$ cat src/rtl/core/lpd_pkg.sv
// Package for the length-prefix deframer: word types, status and command codes,
// and the deframer phase encoding. It depends on nothing else.
`timescale 1ns / 1ps
`default_nettype none

package lpd_pkg;

   // Command codes carried with each request word.
   localparam logic CMD_DATA    = 1'b0;
   localparam logic CMD_RESTART = 1'b1;

   // Status codes carried with each response word.
   localparam logic [1:0] ST_OK        = 2'd0;
   localparam logic [1:0] ST_TOO_LARGE = 2'd1;
   localparam logic [1:0] ST_MALFORMED = 2'd2;

   // Largest payload length after reset.
   localparam logic [31:0] MAX_FRAME_SIZE_RESET = 32'd65536;

   // Deframer phase, one-hot.
   typedef enum logic [2:0] {
      PH_PREFIX  = 3'b001,
      PH_PAYLOAD = 3'b010,
      PH_ERROR   = 3'b100
   } phase_type;

   typedef struct packed {
      logic       cmd;
      logic [7:0] data_byte;
   } req_type;

   typedef struct packed {
      logic [1:0]  status;
      logic [7:0]  payload_byte;
      logic        first_of_frame;
      logic        last_of_frame;
      logic [31:0] frame_length;
   } rsp_type;

   // Outcome of processing one request word.
   typedef struct packed {
      logic    valid;
      rsp_type rsp;
   } step_result_type;

endpackage

`default_nettype wire

$ cat src/rtl/core/lpd_step.sv
// Deframer state and the per-word step logic of the length-prefix deframer.
// Depends on lpd_pkg for word types, codes and the phase encoding.
`timescale 1ns / 1ps
`default_nettype none

module lpd_step (
   input  wire logic                     clock,
   input  wire logic                     reset,
   input  wire logic                     fire,
   input  wire lpd_pkg::req_type         item,
   input  wire logic [31:0]              max_frame_size,
   output lpd_pkg::step_result_type      result
);

   lpd_pkg::phase_type phase_ff, phase_in;
   logic [1:0]         prefix_count_ff, prefix_count_in;
   logic [31:0]        length_accum_ff, length_accum_in;
   logic [31:0]        bytes_remaining_ff, bytes_remaining_in;
   logic               at_first_byte_ff, at_first_byte_in;

   logic [31:0] accum_shifted;
   logic        last_byte;

   assign accum_shifted = {length_accum_ff[23:0], item.data_byte};
   assign last_byte     = (bytes_remaining_ff <= 32'd1);

   always_comb begin
      phase_in           = phase_ff;
      prefix_count_in    = prefix_count_ff;
      length_accum_in    = length_accum_ff;
      bytes_remaining_in = bytes_remaining_ff;
      at_first_byte_in   = at_first_byte_ff;
      result             = '0;

      if (item.cmd == lpd_pkg::CMD_RESTART) begin
         phase_in           = lpd_pkg::PH_PREFIX;
         prefix_count_in    = 2'd0;
         length_accum_in    = 32'd0;
         bytes_remaining_in = 32'd0;
         at_first_byte_in   = 1'b1;
      end else begin
         unique case (phase_ff)
            lpd_pkg::PH_PREFIX: begin
               length_accum_in = accum_shifted;
               if (prefix_count_ff != 2'd3) begin
                  prefix_count_in = prefix_count_ff + 2'd1;
               end else begin
                  prefix_count_in = 2'd0;
                  if (accum_shifted > max_frame_size) begin
                     phase_in                 = lpd_pkg::PH_ERROR;
                     result.valid             = 1'b1;
                     result.rsp.status        = lpd_pkg::ST_TOO_LARGE;
                     result.rsp.frame_length  = accum_shifted;
                  end else if (accum_shifted == 32'd0) begin
                     phase_in                 = lpd_pkg::PH_ERROR;
                     result.valid             = 1'b1;
                     result.rsp.status        = lpd_pkg::ST_MALFORMED;
                     result.rsp.frame_length  = accum_shifted;
                  end else begin
                     phase_in           = lpd_pkg::PH_PAYLOAD;
                     bytes_remaining_in = accum_shifted;
                     at_first_byte_in   = 1'b1;
                  end
               end
            end
            lpd_pkg::PH_PAYLOAD: begin
               result.valid              = 1'b1;
               result.rsp.status         = lpd_pkg::ST_OK;
               result.rsp.payload_byte   = item.data_byte;
               result.rsp.first_of_frame = at_first_byte_ff;
               result.rsp.last_of_frame  = last_byte;
               result.rsp.frame_length   = length_accum_ff;
               at_first_byte_in          = 1'b0;
               if (last_byte) begin
                  phase_in           = lpd_pkg::PH_PREFIX;
                  prefix_count_in    = 2'd0;
                  length_accum_in    = 32'd0;
                  bytes_remaining_in = 32'd0;
                  at_first_byte_in   = 1'b1;
               end else begin
                  bytes_remaining_in = bytes_remaining_ff - 32'd1;
               end
            end
            default: begin
               // Sticky error: data words are dropped until a restart.
            end
         endcase
      end

      if (!fire) begin
         result.valid = 1'b0;
      end
   end

   always_ff @(posedge clock) begin
      if (reset) begin
         phase_ff           <= lpd_pkg::PH_PREFIX;
         prefix_count_ff    <= 2'd0;
         length_accum_ff    <= 32'd0;
         bytes_remaining_ff <= 32'd0;
         at_first_byte_ff   <= 1'b1;
      end else if (fire) begin
         phase_ff           <= phase_in;
         prefix_count_ff    <= prefix_count_in;
         length_accum_ff    <= length_accum_in;
         bytes_remaining_ff <= bytes_remaining_in;
         at_first_byte_ff   <= at_first_byte_in;
      end
   end

endmodule

`default_nettype wire

$ cat src/rtl/core/length_prefix_deframer.sv
// Top level of the length-prefix deframer: request register, response register
// and the maximum-size register around lpd_step. Depends on lpd_pkg and lpd_step.
`timescale 1ns / 1ps
`default_nettype none

// Channel   Direction  Handshake            Word
// req_      in         req_valid/req_stall  lpd_pkg::req_type (cmd, data_byte)
// rsp_      out        rsp_valid/rsp_stall  lpd_pkg::rsp_type (status ... frame_length)
// csr_      in         csr_wr_en            max_frame_size, 32 bits, write only
//
// A request word is taken into the request register, and then the step logic updates
// the deframer state and loads any response word into the response register. One word
// enters per cycle while the response register is not held by rsp_stall.
// Synchronous reset clears both valid flags and the deframer state and sets the
// maximum frame size to 65536. A stalled response holds in its register while the
// request register still fills; req_stall rises only when both registers are full.

module length_prefix_deframer (
   input  wire logic              clock,
   input  wire logic              reset,
   input  wire logic              req_valid,
   output      logic              req_stall,
   input  wire lpd_pkg::req_type  req_data,
   output      logic              rsp_valid,
   input  wire logic              rsp_stall,
   output      lpd_pkg::rsp_type  rsp_data,
   input  wire logic              csr_wr_en,
   input  wire logic [31:0]       csr_wr_data
);

   logic             req_valid_ff, req_valid_in;
   lpd_pkg::req_type req_word_ff;
   logic             rsp_valid_ff, rsp_valid_in;
   lpd_pkg::rsp_type rsp_word_ff;
   logic [31:0]      max_frame_size_ff;

   logic                     req_take;
   logic                     advance;
   lpd_pkg::step_result_type step_result;

   // The buffered request word moves on whenever the response register is free
   // or is being emptied in this cycle.
   assign advance   = req_valid_ff && (!rsp_valid_ff || !rsp_stall);
   assign req_stall = req_valid_ff && !advance;
   assign req_take  = req_valid && !req_stall;

   lpd_step u_step (
      .clock          (clock),
      .reset          (reset),
      .fire           (advance),
      .item           (req_word_ff),
      .max_frame_size (max_frame_size_ff),
      .result         (step_result)
   );

   always_comb begin
      req_valid_in = req_valid_ff;
      if (req_take) begin
         req_valid_in = 1'b1;
      end else if (advance) begin
         req_valid_in = 1'b0;
      end

      rsp_valid_in = rsp_valid_ff;
      if (advance) begin
         rsp_valid_in = step_result.valid;
      end else if (!rsp_stall) begin
         rsp_valid_in = 1'b0;
      end
   end

   always_ff @(posedge clock) begin
      if (reset) begin
         req_valid_ff      <= 1'b0;
         rsp_valid_ff      <= 1'b0;
         max_frame_size_ff <= lpd_pkg::MAX_FRAME_SIZE_RESET;
      end else begin
         req_valid_ff <= req_valid_in;
         rsp_valid_ff <= rsp_valid_in;
         if (csr_wr_en) begin
            max_frame_size_ff <= csr_wr_data;
         end
      end
   end

   // Payload registers load only when a new word is captured.
   always_ff @(posedge clock) begin
      if (req_take) begin
         req_word_ff <= req_data;
      end
      if (advance && step_result.valid) begin
         rsp_word_ff <= step_result.rsp;
      end
   end

   assign rsp_valid = rsp_valid_ff;
   assign rsp_data  = rsp_word_ff;

endmodule

`default_nettype wire
$ cat config.mk
export PLATFORM = sky130hd
export DESIGN_NAME = length_prefix_deframer
export DESIGN_NICKNAME = d
export VERILOG_FILES = /design/src/rtl/core/lpd_pkg.sv /design/src/rtl/core/lpd_step.sv /design/src/rtl/core/length_prefix_deframer.sv
export SDC_FILE = /design/constraint.sdc
export NUM_CORES = 1
export LEC_CHECK = 0
export BUFFER_PORTS_ARGS = -buffer_cell sky130_fd_sc_hd__buf_2
export CELL_PAD_IN_SITES_DETAIL_PLACEMENT = 1
export CELL_PAD_IN_SITES_GLOBAL_PLACEMENT = 1
export CORE_MARGIN = 2
export CORE_UTILIZATION = 41
export DETAILED_ROUTE_END_ITERATION = 6
export PLACE_DENSITY = 0.85
export SETUP_SLACK_MARGIN = 0.2
export SYNTH_ARGS = -nofsm -noshare
export SYNTH_HDL_FRONTEND = slang
export SYNTH_SLANG_ARGS = --single-unit
export TNS_END_PERCENT = 100
$ cat constraint.sdc
create_clock -name clock -period 4.5 [get_ports clock]
set_clock_uncertainty 0.2 [all_clocks]
set_input_delay 0.9 -clock clock [delete_from_list [all_inputs] [get_ports clock]]
set_output_delay 0.9 -clock clock [all_outputs]
set_load 0.05 [all_outputs]
* Yosys cells after proc, flatten, opt, wreduce, memory -nomap -nowiden
Index checks and enable logic that the tools add are counted.
** Cells by class
- Reductions and logical operators :: 16
- Add/subtract/negate cells :: 2
- Muxes and demuxes :: 40
- Equality and inequality tests :: 8
- Bitwise gates (word level) :: 1
- Magnitude comparators :: 2
** Operators with widths (count)
- $mux W32 :: 10
- $pmux W32 S2 :: 3
- $mux W45 :: 1
- $gt A32 B32 Y1 :: 1
- $le A32 B1 Y1 const B :: 1
- $logic_not A32 Y1 :: 1
- $sub A32 B1 Y32 const B :: 1
- $mux W3 :: 8
- $pmux W3 S2 :: 2
- $mux W1 :: 10
- $mux W10 :: 1
- $ne A3 B3 Y1 const B :: 3
- $mux W2 :: 3
- $reduce_and A5 Y1 :: 1
- $logic_and A1 B1 Y1 :: 4
- $logic_not A1 Y1 :: 4
- $pmux W2 S2 :: 1
- $reduce_and A4 Y1 :: 1
- $eq A3 B1 Y1 const B :: 1
- $eq A3 B2 Y1 const B :: 1
- $ne A3 B2 Y1 const B :: 1
- $reduce_and A3 Y1 :: 1
- $reduce_bool A3 Y1 :: 1
- $add A2 B1 Y2 const B :: 1
- other kinds (7) :: 7
** Word-level totals
- Register bits :: 157
- Logic and storage cells :: 84
- Input port bits :: 46
- Output and inout port bits :: 46

* Logic depth before layout (Yosys ltp)
Gate-level depths: netlist of the first run.
- Depth after elaboration :: 8
- Gate-level depth with buffers :: 11

* Hierarchy
Synthesis of the first run repeated with hierarchy kept, for this count alone.
** Second synthesis, totals
- Cell total of the unflattened synthesis :: 814
- Area total of the unflattened synthesis :: 7577.3 um2
** Modules (own cells, without submodules)
- lpd_step :: sequential area each 1401.3 um2, times used 1, area each 4729.5 um2, cells an instance 645
- length_prefix_deframer :: sequential area each 2272.2 um2, times used 1, area each 2847.7 um2, cells an instance 169

* Least setup slack after synthesis of the first run
OpenSTA, ideal clock, no wires.
- Path type :: register to register
- Start point :: register req_word_ff[7] (netlist name)
- End point :: register rsp_word_ff, in the netlist rsp_data[0], enable pin
- Setup slack :: 0.144 ns
- Library setup time :: 0.446 ns
- Arrival time :: 3.710 ns
- Stages on the path, launching flop included :: 9
- Path through :: edfxtp_1 ha_1 a41o_1 a21oi_1 or3_1 a31oi_1 o21ai_0 o21a_1 nor2_1
** Between the ends
- Cells in the longest elaborated chain, start to end :: 8
** Ends and longest elaborated chain
- start: declaration :: RTL line length_prefix_deframer.sv:32 : lpd_pkg::req_type req_word_ff;
- start signal: assignment :: RTL line length_prefix_deframer.sv:89 : req_word_ff <= req_data;
- parallel branches: the longest is 2 deep, another holds $gt A32 B32 Y1
- $mux W3 (*) :: RTL line lpd_step.sv:49 : if (accum_shifted > max_frame_size) begin
- $mux W3 (*) :: RTL line lpd_step.sv:45 : if (prefix_count_ff != 2'd3) begin
- $pmux W3 S2 (*) :: RTL line lpd_step.sv:42 : unique case (phase_ff)
- $mux W45 (*) :: RTL line lpd_step.sv:35 : if (item.cmd == lpd_pkg::CMD_RESTART) begin
- $mux W1 (*) :: RTL line lpd_step.sv:90 : if (!fire) begin
- $logic_and A1 B1 Y1 (*) :: RTL line length_prefix_deframer.sv:91 : if (advance && step_result.valid) begin
- end signal: assignment :: RTL line length_prefix_deframer.sv:92 : rsp_word_ff <= step_result.rsp;
- end: declaration :: RTL line length_prefix_deframer.sv:34 : lpd_pkg::rsp_type rsp_word_ff;
Every way passes the cells marked *.
A chain may end at the register's enable or synchronous reset.

* Final worst setup path of the first run
- Start point :: register max_frame_size_ff[27]
- End point :: register rsp_word_ff, in the netlist rsp_data[22], enable pin
** Between the ends
- Cells in the longest elaborated chain, start to end :: 7
** Ends and longest elaborated chain
- start: declaration :: RTL line length_prefix_deframer.sv:35 : logic [31:0] max_frame_size_ff;
- start signal: assignment :: RTL line length_prefix_deframer.sv:76 : max_frame_size_ff <= lpd_pkg::MAX_FRAME_SIZE_RESET;
- start signal: assignment :: RTL line length_prefix_deframer.sv:81 : max_frame_size_ff <= csr_wr_data;
- $gt A32 B32 Y1 :: RTL line lpd_step.sv:49
- $mux W3 :: RTL line lpd_step.sv:49
- $mux W3 :: RTL line lpd_step.sv:45
- $pmux W3 S2 :: RTL line lpd_step.sv:42
- $mux W45 :: RTL line lpd_step.sv:35
- $mux W1 :: RTL line lpd_step.sv:90
- $logic_and A1 B1 Y1 :: RTL line length_prefix_deframer.sv:91
No other way between the ends.

==> summary.md, run 1 <==
| Metric | Value |
|---|---|
| Worst-path clk slew | `0.06 ns` |
| Run status | `completed` |
| Post-DP HPWL | `17.7 mm` |
| Vias post-DR | `7420` |
| Setup TNS | `0 ns` |
| DRT Pass-1 Iters | `5` |
| Worst hold stages | `2` |
| Worst Setup Start Kind | `flop` |
| Starting density of the core | `41.6%` |
| Overflow after GRT | `0` |
| Fraction of synthesis flops using an asynchronous set or reset pin | `0%` |
| Slew margin rel. | `16.2%` |
| Root Buffer | `clkbuf_16` |
| Vias per cell | `5.95` |
| Maximum clock path buffer count | `2` |
| CORE AREA | `19400 µm²` |
| Worst skew pair latency | `0.44 ns` |
| Largest net degree at the start of global routing | `55` |
| Peak Freq | `267 MHz` |
| Register bit total from synthesis | `157` |
| Source of the worst hold timing path | `u_step.prefix_count_ff[1]` |
| Ports | `92` |
| Routability cong. | `0.838` |
| Gr usage total | `26.4%` |
| Vias in the first global route | `7664` |
| Top cell type's share of synthesized area | `25.8%` |
| Max IR drop VDD | `0.285 mV` |
| Worst-case reg-to-reg path depth | `10` |
| PostCTS Resize Cnt | `0` |
| FF-to-FF End | `rsp_data[22]` |
| Post-synthesis cell count | `907` |
| DR iter-0 viols | `578` |
| Setup WS post-layout | `0.757 ns` |
| # Max-Cap Violations | `0` |
| Mapped Area | `8070 µm²` |
| Reg2reg start | `max_frame_size_ff[27]` |
| Top-count cell post-synth | `dfxtp_1` |
| Post-Layout Cell Count | `1247` |
| Die Wd | `144 µm` |
| Pwr/cell area | `369 nW/µm²` |
| CTS Hold Bufs | `0` |
| Leakage | `3.69 nW` |
| # setup viols final | `0` |
| Critical path type | `reg2reg` |
| Die height | `144 µm` |
| RSZ-0062 raised after global routing | `no` |
| Syn nets | `988` |
| Die ar. | `20800 µm²` |
| Initial antenna violation count | `0` |
| Worst EP arrival | `3.61 ns` |
| Synth Flop Type | `dfxtp_1` |
| Worst slack, placed | `0.875 ns` |
| Layout cells sized above 1 | `15.7%` |
| DR WL/cell | `21.3 µm` |
| Layout area overhead | `16.4%` |
| Sink Count | `157` |
| ANT cells | `0` |
| Routed wire length | `26.6 mm` |
| CTS tree | `yes` |
| Syn avg cell area | `8.90 µm²` |
| Crit path capture type | `flop` |
| Worst slew pin tran | `1.26 ns` |
| HP Class | `reg2reg` |
| Core Util, Final | `48.4%` |
| Top cells by count, synth | `104 x dfxtp_1, 97 x a21oi_1, 93 x nand2_1, 89 x nor2_1, 63 x clkbuf_1` |
| Hold Path End | `u_step.prefix_count_ff[1]` |
| Minimum clock period | `3.74 ns` |
| Synth Warn # | `0` |
| Area contributors post-synth | `dfxtp_1 26%, edfxtp_1 20%, mux2i_1 6.3%, a21oi_1 6.0%, ha_1 5.4%` |
| # port buffers | `91` |
| Sequential fraction of the synthesis area | `45.5%` |
| First-pass GRT wire length | `42.2 mm` |
| Nets | `1050` |
| Site Rows | `51` |
| Final Hold Fails | `0` |
| Number of flops mapped to enable cells by yosys | `53` |
| Antenna Nets Post-Route | `0` |
| R2R Setup Slk | `0.76 ns` |
| Yosys top cell by area | `dfxtp_1` |
| Drt drc | `0` |
| # H-tree levels | `4` |
| Worst-path fanout max | `44` |
| Post-CTS Setup Bufs | `0` |
| Final Max Tran Viols | `0` |
| Num CTS Buffers | `17` |
| WP data required | `4.37 ns` |
| Post-synthesis cell type count | `54` |
| Fin crit share | `83.2%` |
| DP Cell Count | `1215` |
[per-stage QoR]
step	hold slack (ns)	total power, mW	area (µm²)
global route	0.287	3.59	9390
global placement	0.246	1.98	8780
floorplan	0.234	1.85	8070
detailed placement	0.255	2.00	8780
CTS	0.263	3.48	9390
finish	0.262	3.47	9390
[where the power goes]
group | switching (mW) | leakage [nW] | internal, mW | total (mW)
registers | 0.0470 | 1.32 | 1.50 | 1.54
clock network | 0.605 | 0.284 | 0.885 | 1.49
logic | 0.286 | 2.08 | 0.150 | 0.437
[registers in the layout, indices dropped and copies added, names as in the netlist, 2 cells and up]
name / flops
u_step.bytes_remaining_ff: 32
rsp_data: 44
req_word_ff: 9
u_step.phase_ff: 3
u_step.prefix_count_ff: 2
u_step.length_accum_ff: 32
max_frame_size_ff: 32
[worst max-delay path by stage]
stage / start / to / cells past startpoint
after floorplan: req_word_ff[7] / rsp_data[0] / 8
after global placement: u_step.length_accum_ff[19] / rsp_data[25] / 9
after detailed placement: max_frame_size_ff[30] / u_step.bytes_remaining_ff[12] / 11
after CTS: max_frame_size_ff[30] / u_step.bytes_remaining_ff[18] / 11
after global routing: u_step.length_accum_ff[22] / u_step.bytes_remaining_ff[18] / 10
final: max_frame_size_ff[27] / rsp_data[22] / 10
[cells by family after synthesis]
| logic type | share of synthesized area, % |
|---|---|
| AND/OR/NAND/NOR | 22.0 |
| AO/OA/AOI/OAI | 15.0 |
| flip-flops | 45.5 |
| buffers and inverters | 5.04 |
| multiplexers | 6.33 |
| adder cells (fa/ha/maj) | 5.43 |
| XOR/XNOR | 0.651 |
[placed cells by master (no fill, tap or decap), types with 3 or more instances in the layout]
| cell | n |
|---|---|
| a22oi_1 | 6 |
| mux2i_1 | 51 |
| nor3_1 | 21 |
| a21oi_1 | 97 |
| edfxtp_1 | 53 |
| o32ai_1 | 19 |
| clkbuf_16 | 17 |
| dfxtp_1 | 104 |
| and2_1 | 29 |
| inv_1 | 41 |
| clkinv_4 | 3 |
| a31oi_1 | 8 |
| a211oi_1 | 6 |
| xor2_1 | 6 |
| buf_4 | 17 |
| nand2b_1 | 3 |
| o211a_1 | 3 |
| nor2_1 | 84 |
| o21ai_0 | 31 |
| or4_1 | 6 |
| o21a_1 | 3 |
| nand2_1 | 93 |
| clkinvlp_4 | 4 |
| a221oi_1 | 7 |
| nor2_2 | 3 |
| nor4_1 | 20 |
| buf_2 | 91 |
| ha_1 | 35 |
| or3_1 | 7 |
| nand3_1 | 12 |
| o211ai_1 | 4 |
| nand4_1 | 55 |
| bufinv_16 | 3 |
[area by class of cell]
| class | instances | area, µm² |
|---|---|---|
| Clock buffer | 18 | 439 |
| Clock inverter | 14 | 168 |
| Fill cell | 2279 | 10000 |
| Inverter | 42 | 158 |
| Multi-Input combinational cell | 642 | 4020 |
| Sequential cell | 157 | 3670 |
| Tap cell | 265 | 332 |
| Timing Repair Buffer | 109 | 603 |
[metal layers]
metal / GRT usage (%) / routed length (µm) / vias up
li1: - / - / 3432
met1: 32.8 / 11200 / 3640
met2: 45.5 / 13100 / 282
met3: 5.00 / 1620 / 66
met4: 9.81 / 715 / 0
met5: 0 / 0 / -
[worst max-delay path: stages (launching register included)]
cell and delay, ns:
dfxtp_1 0.34, inv_1 0.05, ha_1 0.31, nand4_1 0.18, nor4_1 0.77, inv_1 0.14
a31oi_1 0.26, o21ai_0 0.23, o21a_1 0.28, nor2_4 0.09, buf_4 0.48
(Power assumes the default switching activity.)
==> inputs of run 2 (changes only) <==
- CORE_UTILIZATION: 41 -> 45
- PLACE_DENSITY: 0.85 -> 0.88
- clock period: 4.5 -> 3.8 ns (I/O delays scaled with it)
==> summary.md, run 2 (synthesis gave the netlist of run 1 again) <==
| Metric | Value |
|---|---|
| Worst slack, placed | `0.484 ns` |
| # setup viols final | `0` |
| Die height | `138 µm` |
| # port buffers | `91` |
| Post-DP HPWL | `18.2 mm` |
| Max IR drop VDD | `0.359 mV` |
| Peak Freq | `297 MHz` |
| PostCTS Resize Cnt | `0` |
| Worst path most repeated cell | `a221oi_1` |
| Sw power | `1.16 mW` |
| Setup TNS | `0 ns` |
| Gr usage total | `31.1%` |
| CTS Hold Bufs | `0` |
| Layout cells sized above 1 | `17.6%` |
| Most common cell after layout, fill and taps aside | `dfxtp_1` |
| Slew margin rel. | `24.8%` |
| Drt drc | `0` |
| Max FFs per register | `44` |
| Worst hold stages | `2` |
| Core Util, Final | `54.6%` |
| Worst Path Buf+Inv | `1` |
| Setup WS post-layout | `0.431 ns` |
| Final Hold Fails | `0` |
| Die Wd | `138 µm` |
| Gate power share | `13.0%` |
| Flop pwr share | `43.4%` |
| Die ar. | `19000 µm²` |
| Vias per cell | `6.38` |
| Commonest cells after routing, fill and taps aside | `104 x dfxtp_1, 97 x a21oi_1, 93 x nand2_1, 91 x buf_2, 83 x nor2_1` |
| Overflow after GRT | `0` |
| Worst-case reg-to-reg path depth | `9` |
| Routability cong. | `0.860` |
| Worst EP arrival | `3.45 ns` |
| # Max-Cap Violations | `0` |
| Family with the most delay on the worst path | `compound AO/OA/AOI/OAI gates` |
| Worst-path clk slew | `0.07 ns` |
| Num CTS Buffers | `17` |
| DR WL/cell | `23.1 µm` |
| Worst-path fanout max | `36` |
| Fillcell total | `2052` |
| Maximum clock path buffer count | `2` |
| Critical path type | `reg2reg` |
| Starting density of the core | `46.3%` |
| Antenna Nets Post-Route | `0` |
| Vias post-DR | `7825` |
| HP Class | `reg2reg` |
| Layout area overhead | `17.8%` |
| Worst slew pin tran | `1.13 ns` |
| CORE AREA | `17400 µm²` |
| Slowest stage delay, CP | `0.55 ns` |
| DR iter-0 viols | `664` |
| Final Max Tran Viols | `0` |
| Fin crit share | `88.7%` |
| Ports | `92` |
| RSZ-0062 raised after global routing | `no` |
| Leakage | `3.80 nW` |
| Site Rows | `48` |
| ANT cells | `0` |
| Worst skew pair latency | `0.44 ns` |
| CTS tree | `yes` |
| Int Pwr | `3.04 mW` |
| Minimum clock period | `3.37 ns` |
| Routed wire length | `28.3 mm` |
| Clk pwr share | `43.7%` |
| Slowest cell on crit path | `dfxtp_1` |
| Area of the multi-input gates | `4020 µm²` |
| Pwr/cell area | `442 nW/µm²` |
| WP data required | `3.88 ns` |
| DRT Pass-1 Iters | `5` |
| Initial antenna violation count | `0` |
| Run status | `completed` |
| Register Area | `3670 µm²` |
| # H-tree levels | `4` |
| Sink Count | `157` |
| First-pass GRT wire length | `44.9 mm` |
| CP Cell Sequence | `ha_1, nand4_1, nor2_1, a221oi_1, nand3_1, a221o_1, buf_4, a221oi_1, o32ai_1` |
| Largest net degree at the start of global routing | `53` |
| Vias in the first global route | `8183` |
| Crit path capture type | `flop` |
| Nets | `1069` |
| Post-CTS Setup Bufs | `0` |
| Worst path depth | `9` |
| Worst Setup Start Kind | `flop` |
| Root Buffer | `clkbuf_16` |
| Sw frac | `27.5%` |
==> run 2: changes by cell type in the layout (fill, tap and decap cells not counted), moves of 2 or more <==
| cell | delta |
|---|---|
| buf_4 | +19 |
| clkbuf_8 | +3 |
| clkinv_1 | -2 |
| nor2_2 | +2 |
==> run 2: layout make-up <==
class,instances,area share (%)
clock buffer,22,5.32
clock inverter,10,1.30
inverter,42,1.66
multi-input combinational,642,42.3
sequential,157,38.7
tap,225,2.96
timing repair buffer,128,7.85
==> run 2: path summary, 6_finish.rpt <==
kind / start / endpoint / slack (ns)
max: u_step.length_accum_ff[22] / u_step.bytes_remaining_ff[4] / 0.43
min: u_step.prefix_count_ff[1] / u_step.prefix_count_ff[1] / 0.27
max reg2reg: u_step.length_accum_ff[22] / u_step.bytes_remaining_ff[4] / 0.43
min reg2reg: u_step.prefix_count_ff[1] / u_step.prefix_count_ff[1] / 0.27
==> run 2: worst register-to-register path: stages, from the launching register on <==
cell and delay [ns]:
dfxtp_1 0.55, ha_1 0.36, nand4_1 0.20, nor2_1 0.08, a221oi_1 0.27, nand3_1 0.30, a221o_1 0.46, buf_4 0.27
a221oi_1 0.39, o32ai_1 0.15
==> run 2: through the flow <==
stage          power (mW)  hold slack [ns]  area [µm²]  std cells
6_report             4.20            0.271        9500       1226
5_1_grt              4.33            0.285        9500       1226
4_1_cts              4.20            0.268        9500       1226
3_5_place_dp         2.37            0.261        8870       1194
3_3_place_gp         2.35            0.242        8870       1194
2_1_floorplan        2.19            0.234        8080        907
==> run 2: power by group through the flow <==
stage                     combinational [mW]  clock [mW]  sequential (mW)
after floorplan                        0.359           0             1.83
after global placement                 0.495           0             1.85
after detailed placement               0.517           0             1.86
after CTS                              0.534        1.84             1.82
after global routing                   0.591        1.91             1.82
final                                  0.544        1.83             1.82
==> run 2: per-layer routing <==
layer | global-route usage (%) | wire [µm] | vias up
met2 | 53.5 | 14100 | 367
li1 | - | - | 3467
met4 | 15.7 | 1160 | 0
met3 | 5.26 | 1820 | 95
met5 | 0 | 0 | -
met1 | 37.5 | 11300 | 3896
==> inputs of run 3 (changes only) <==
- CELL_PAD_IN_SITES_DETAIL_PLACEMENT: 1 -> unset
- CELL_PAD_IN_SITES_GLOBAL_PLACEMENT: 1 -> unset
- CORE_UTILIZATION: 45 -> 59
==> summary.md, run 3 (synthesis gave the netlist of run 1 again) <==
| Metric | Value |
|---|---|
| Run status | `completed` |
| Reg2reg start | `u_step.length_accum_ff[3]` |
| Worst slew pin tran | `1.16 ns` |
| Sink Count | `157` |
| Max FFs per register | `44` |
| Worst EP arrival | `3.59 ns` |
| DR iter-0 viols | `1029` |
| Maximum clock path buffer count | `2` |
| CP Cell Sequence | `ha_1, a21oi_1, o21ai_0, a221oi_1, a31oi_1, nor4_1, nor2_2, buf_4, o32ai_1` |
| Fillcell total | `978` |
| Nets | `1061` |
| Fin crit share | `90.8%` |
| Worst path depth | `9` |
| # setup viols final | `0` |
| Worst Setup Start Kind | `flop` |
| Vias post-DR | `7570` |
| Ports | `92` |
| Post-CTS Setup Bufs | `0` |
| Max IR drop VDD | `0.371 mV` |
| # Max-Cap Violations | `0` |
| Gate power share | `12.4%` |
| Commonest cells after routing, fill and taps aside | `104 x dfxtp_1, 97 x a21oi_1, 93 x nand2_1, 91 x buf_2, 83 x nor2_1` |
| Final instance area | `9350 µm²` |
| Minimum clock period | `3.45 ns` |
| Die Wd | `121 µm` |
| Routability cong. | `0.952` |
| RSZ-0062 raised after global routing | `no` |
| FF-to-FF End | `u_step.bytes_remaining_ff[19]` |
| DRT Pass-1 Iters | `6` |
| Peak Freq | `290 MHz` |
| Die height | `121 µm` |
| Critical path type | `reg2reg` |
| Leakage | `3.74 nW` |
| Vias per cell | `6.48` |
| Core Util, Final | `70.3%` |
| Antenna Nets Post-Route | `0` |
| Worst-case reg-to-reg path depth | `9` |
| Pwr/cell area | `431 nW/µm²` |
| Final Max Tran Viols | `0` |
| First-pass GRT wire length | `36.2 mm` |
| Int Pwr | `2.97 mW` |
| DR WL/cell | `19.5 µm` |
| # port buffers | `91` |
| Routed wire length | `22.8 mm` |
| WP data required | `3.93 ns` |
| R2R Setup Slk | `0.35 ns` |
| Site Rows | `42` |
| Worst Path Buf+Inv | `1` |
| Num CTS Buffers | `17` |
| Flop pwr share | `45.2%` |
| Sw frac | `26.3%` |
| Gr usage total | `31.9%` |
| HP Class | `reg2reg` |
| Largest net degree at the start of global routing | `57` |
| Layout cells sized above 1 | `16.6%` |
| Slowest stage delay, CP | `0.61 ns` |
| CORE AREA | `13300 µm²` |
| ANT cells | `0` |
| Placed cell area | `8750 µm²` |
| Root Buffer | `clkbuf_16` |
| Worst skew pair latency | `0.44 ns` |
| CP Launch Point | `u_step.length_accum_ff[3]` |
| Final Hold Fails | `0` |
| Crit path capture type | `flop` |
| Worst-path clk slew | `0.06 ns` |
| Vias in the first global route | `6943` |
| Most common cell after layout, fill and taps aside | `dfxtp_1` |
| Overflow after GRT | `0` |
| Starting density of the core | `60.7%` |
| # H-tree levels | `4` |
| Sw power | `1.06 mW` |
| CTS tree | `yes` |
| Slowest cell on crit path | `a221oi_1` |
| Post-DP HPWL | `15.1 mm` |
| Family with the most delay on the worst path | `compound AO/OA/AOI/OAI gates` |
| Layout area overhead | `15.8%` |
| Setup TNS | `0 ns` |
| Slew margin rel. | `22.9%` |
| Initial antenna violation count | `0` |
| Worst-path fanout max | `13` |
| Drt drc | `0` |
| Die ar. | `14600 µm²` |
| End of the critical path | `u_step.bytes_remaining_ff[19]` |
| Clk pwr share | `42.4%` |
-- run 3: changes by cell type in the layout (fill, tap and decap cells not counted), sizes merged --
| cell | delta |
|---|---|
| buf | -8 |
| clkinv | +4 |
| clkinvlp | -1 |
| inv | -3 |
-- run 3: worst min-delay path by stage --
stage / end / slack, ns / cells past startpoint / startpoint
final: u_step.bytes_remaining_ff[14] / 0.28 / 2 / u_step.bytes_remaining_ff[14]
after CTS: u_step.bytes_remaining_ff[14] / 0.28 / 2 / u_step.bytes_remaining_ff[14]
after global placement: u_step.prefix_count_ff[1] / 0.24 / 2 / u_step.prefix_count_ff[1]
after global routing: u_step.bytes_remaining_ff[14] / 0.28 / 2 / u_step.bytes_remaining_ff[14]
after detailed placement: u_step.bytes_remaining_ff[14] / 0.26 / 2 / u_step.bytes_remaining_ff[14]
after floorplan: u_step.bytes_remaining_ff[14] / 0.23 / 2 / u_step.bytes_remaining_ff[14]
-- run 3: repair_timing --
| action | CTS | global route |
|---|---|---|
| endpoints found under the setup margin | 0 | 42 |
| hold buffers | 0 | 0 |
| gates resized for setup | 0 | 2 |
-- run 3: area by class of cell --
| class | instances | area, µm² | area share (%) |
|---|---|---|---|
| repair buffers | 120 | 686 | 7.33 |
| flip-flops and latches | 157 | 3670 | 39.3 |
| clock buffers | 22 | 475 | 5.09 |
| inverters | 42 | 158 | 1.69 |
| clock inverters | 10 | 115 | 1.23 |
| multi-input cells | 642 | 4020 | 43.0 |
| well taps | 176 | 220 | 2.36 |
-- run 3: routing by layer --
metal / track usage, % / part of all wire, % / vias to the layer above
li1: - / - / 3463
met1: 42.5 / 40 / 3536
met2: 49.2 / 46 / 482
met3: 7.99 / 11 / 89
met4: 14.2 / 3.3 / 0
met5: 0 / 0 / -
-- run 3: power by group through the flow --
stage	Clock (mW)	Sequential, mW	Combinational (mW)
3_5_place_dp	0	1.85	0.481
4_1_cts	1.71	1.82	0.488
5_1_grt	1.78	1.83	0.549
2_1_floorplan	0	1.83	0.359
6_report	1.71	1.82	0.502
3_3_place_gp	0	1.85	0.470
-- run 3: metrics by stage --
stage               instances  hold WS [ns]  setup WS (ns)  power [mW]
floorplan                 907         0.234          0.659        2.19
global placement         1137         0.243          0.548        2.32
detailed placement       1137         0.258          0.474        2.34
CTS                      1169         0.278          0.454        4.02
global route             1169         0.283          0.228        4.15
finish                   1169         0.278          0.349        4.03
-- run 3: worst reg2reg max path: stages (launching register included) --
cell	delay [ns]
dfxtp_1	0.48
ha_1	0.32
a21oi_1	0.16
o21ai_0	0.14
a221oi_1	0.61
a31oi_1	0.21
nor4_1	0.47
nor2_2	0.22
buf_4	0.25
o32ai_1	0.30
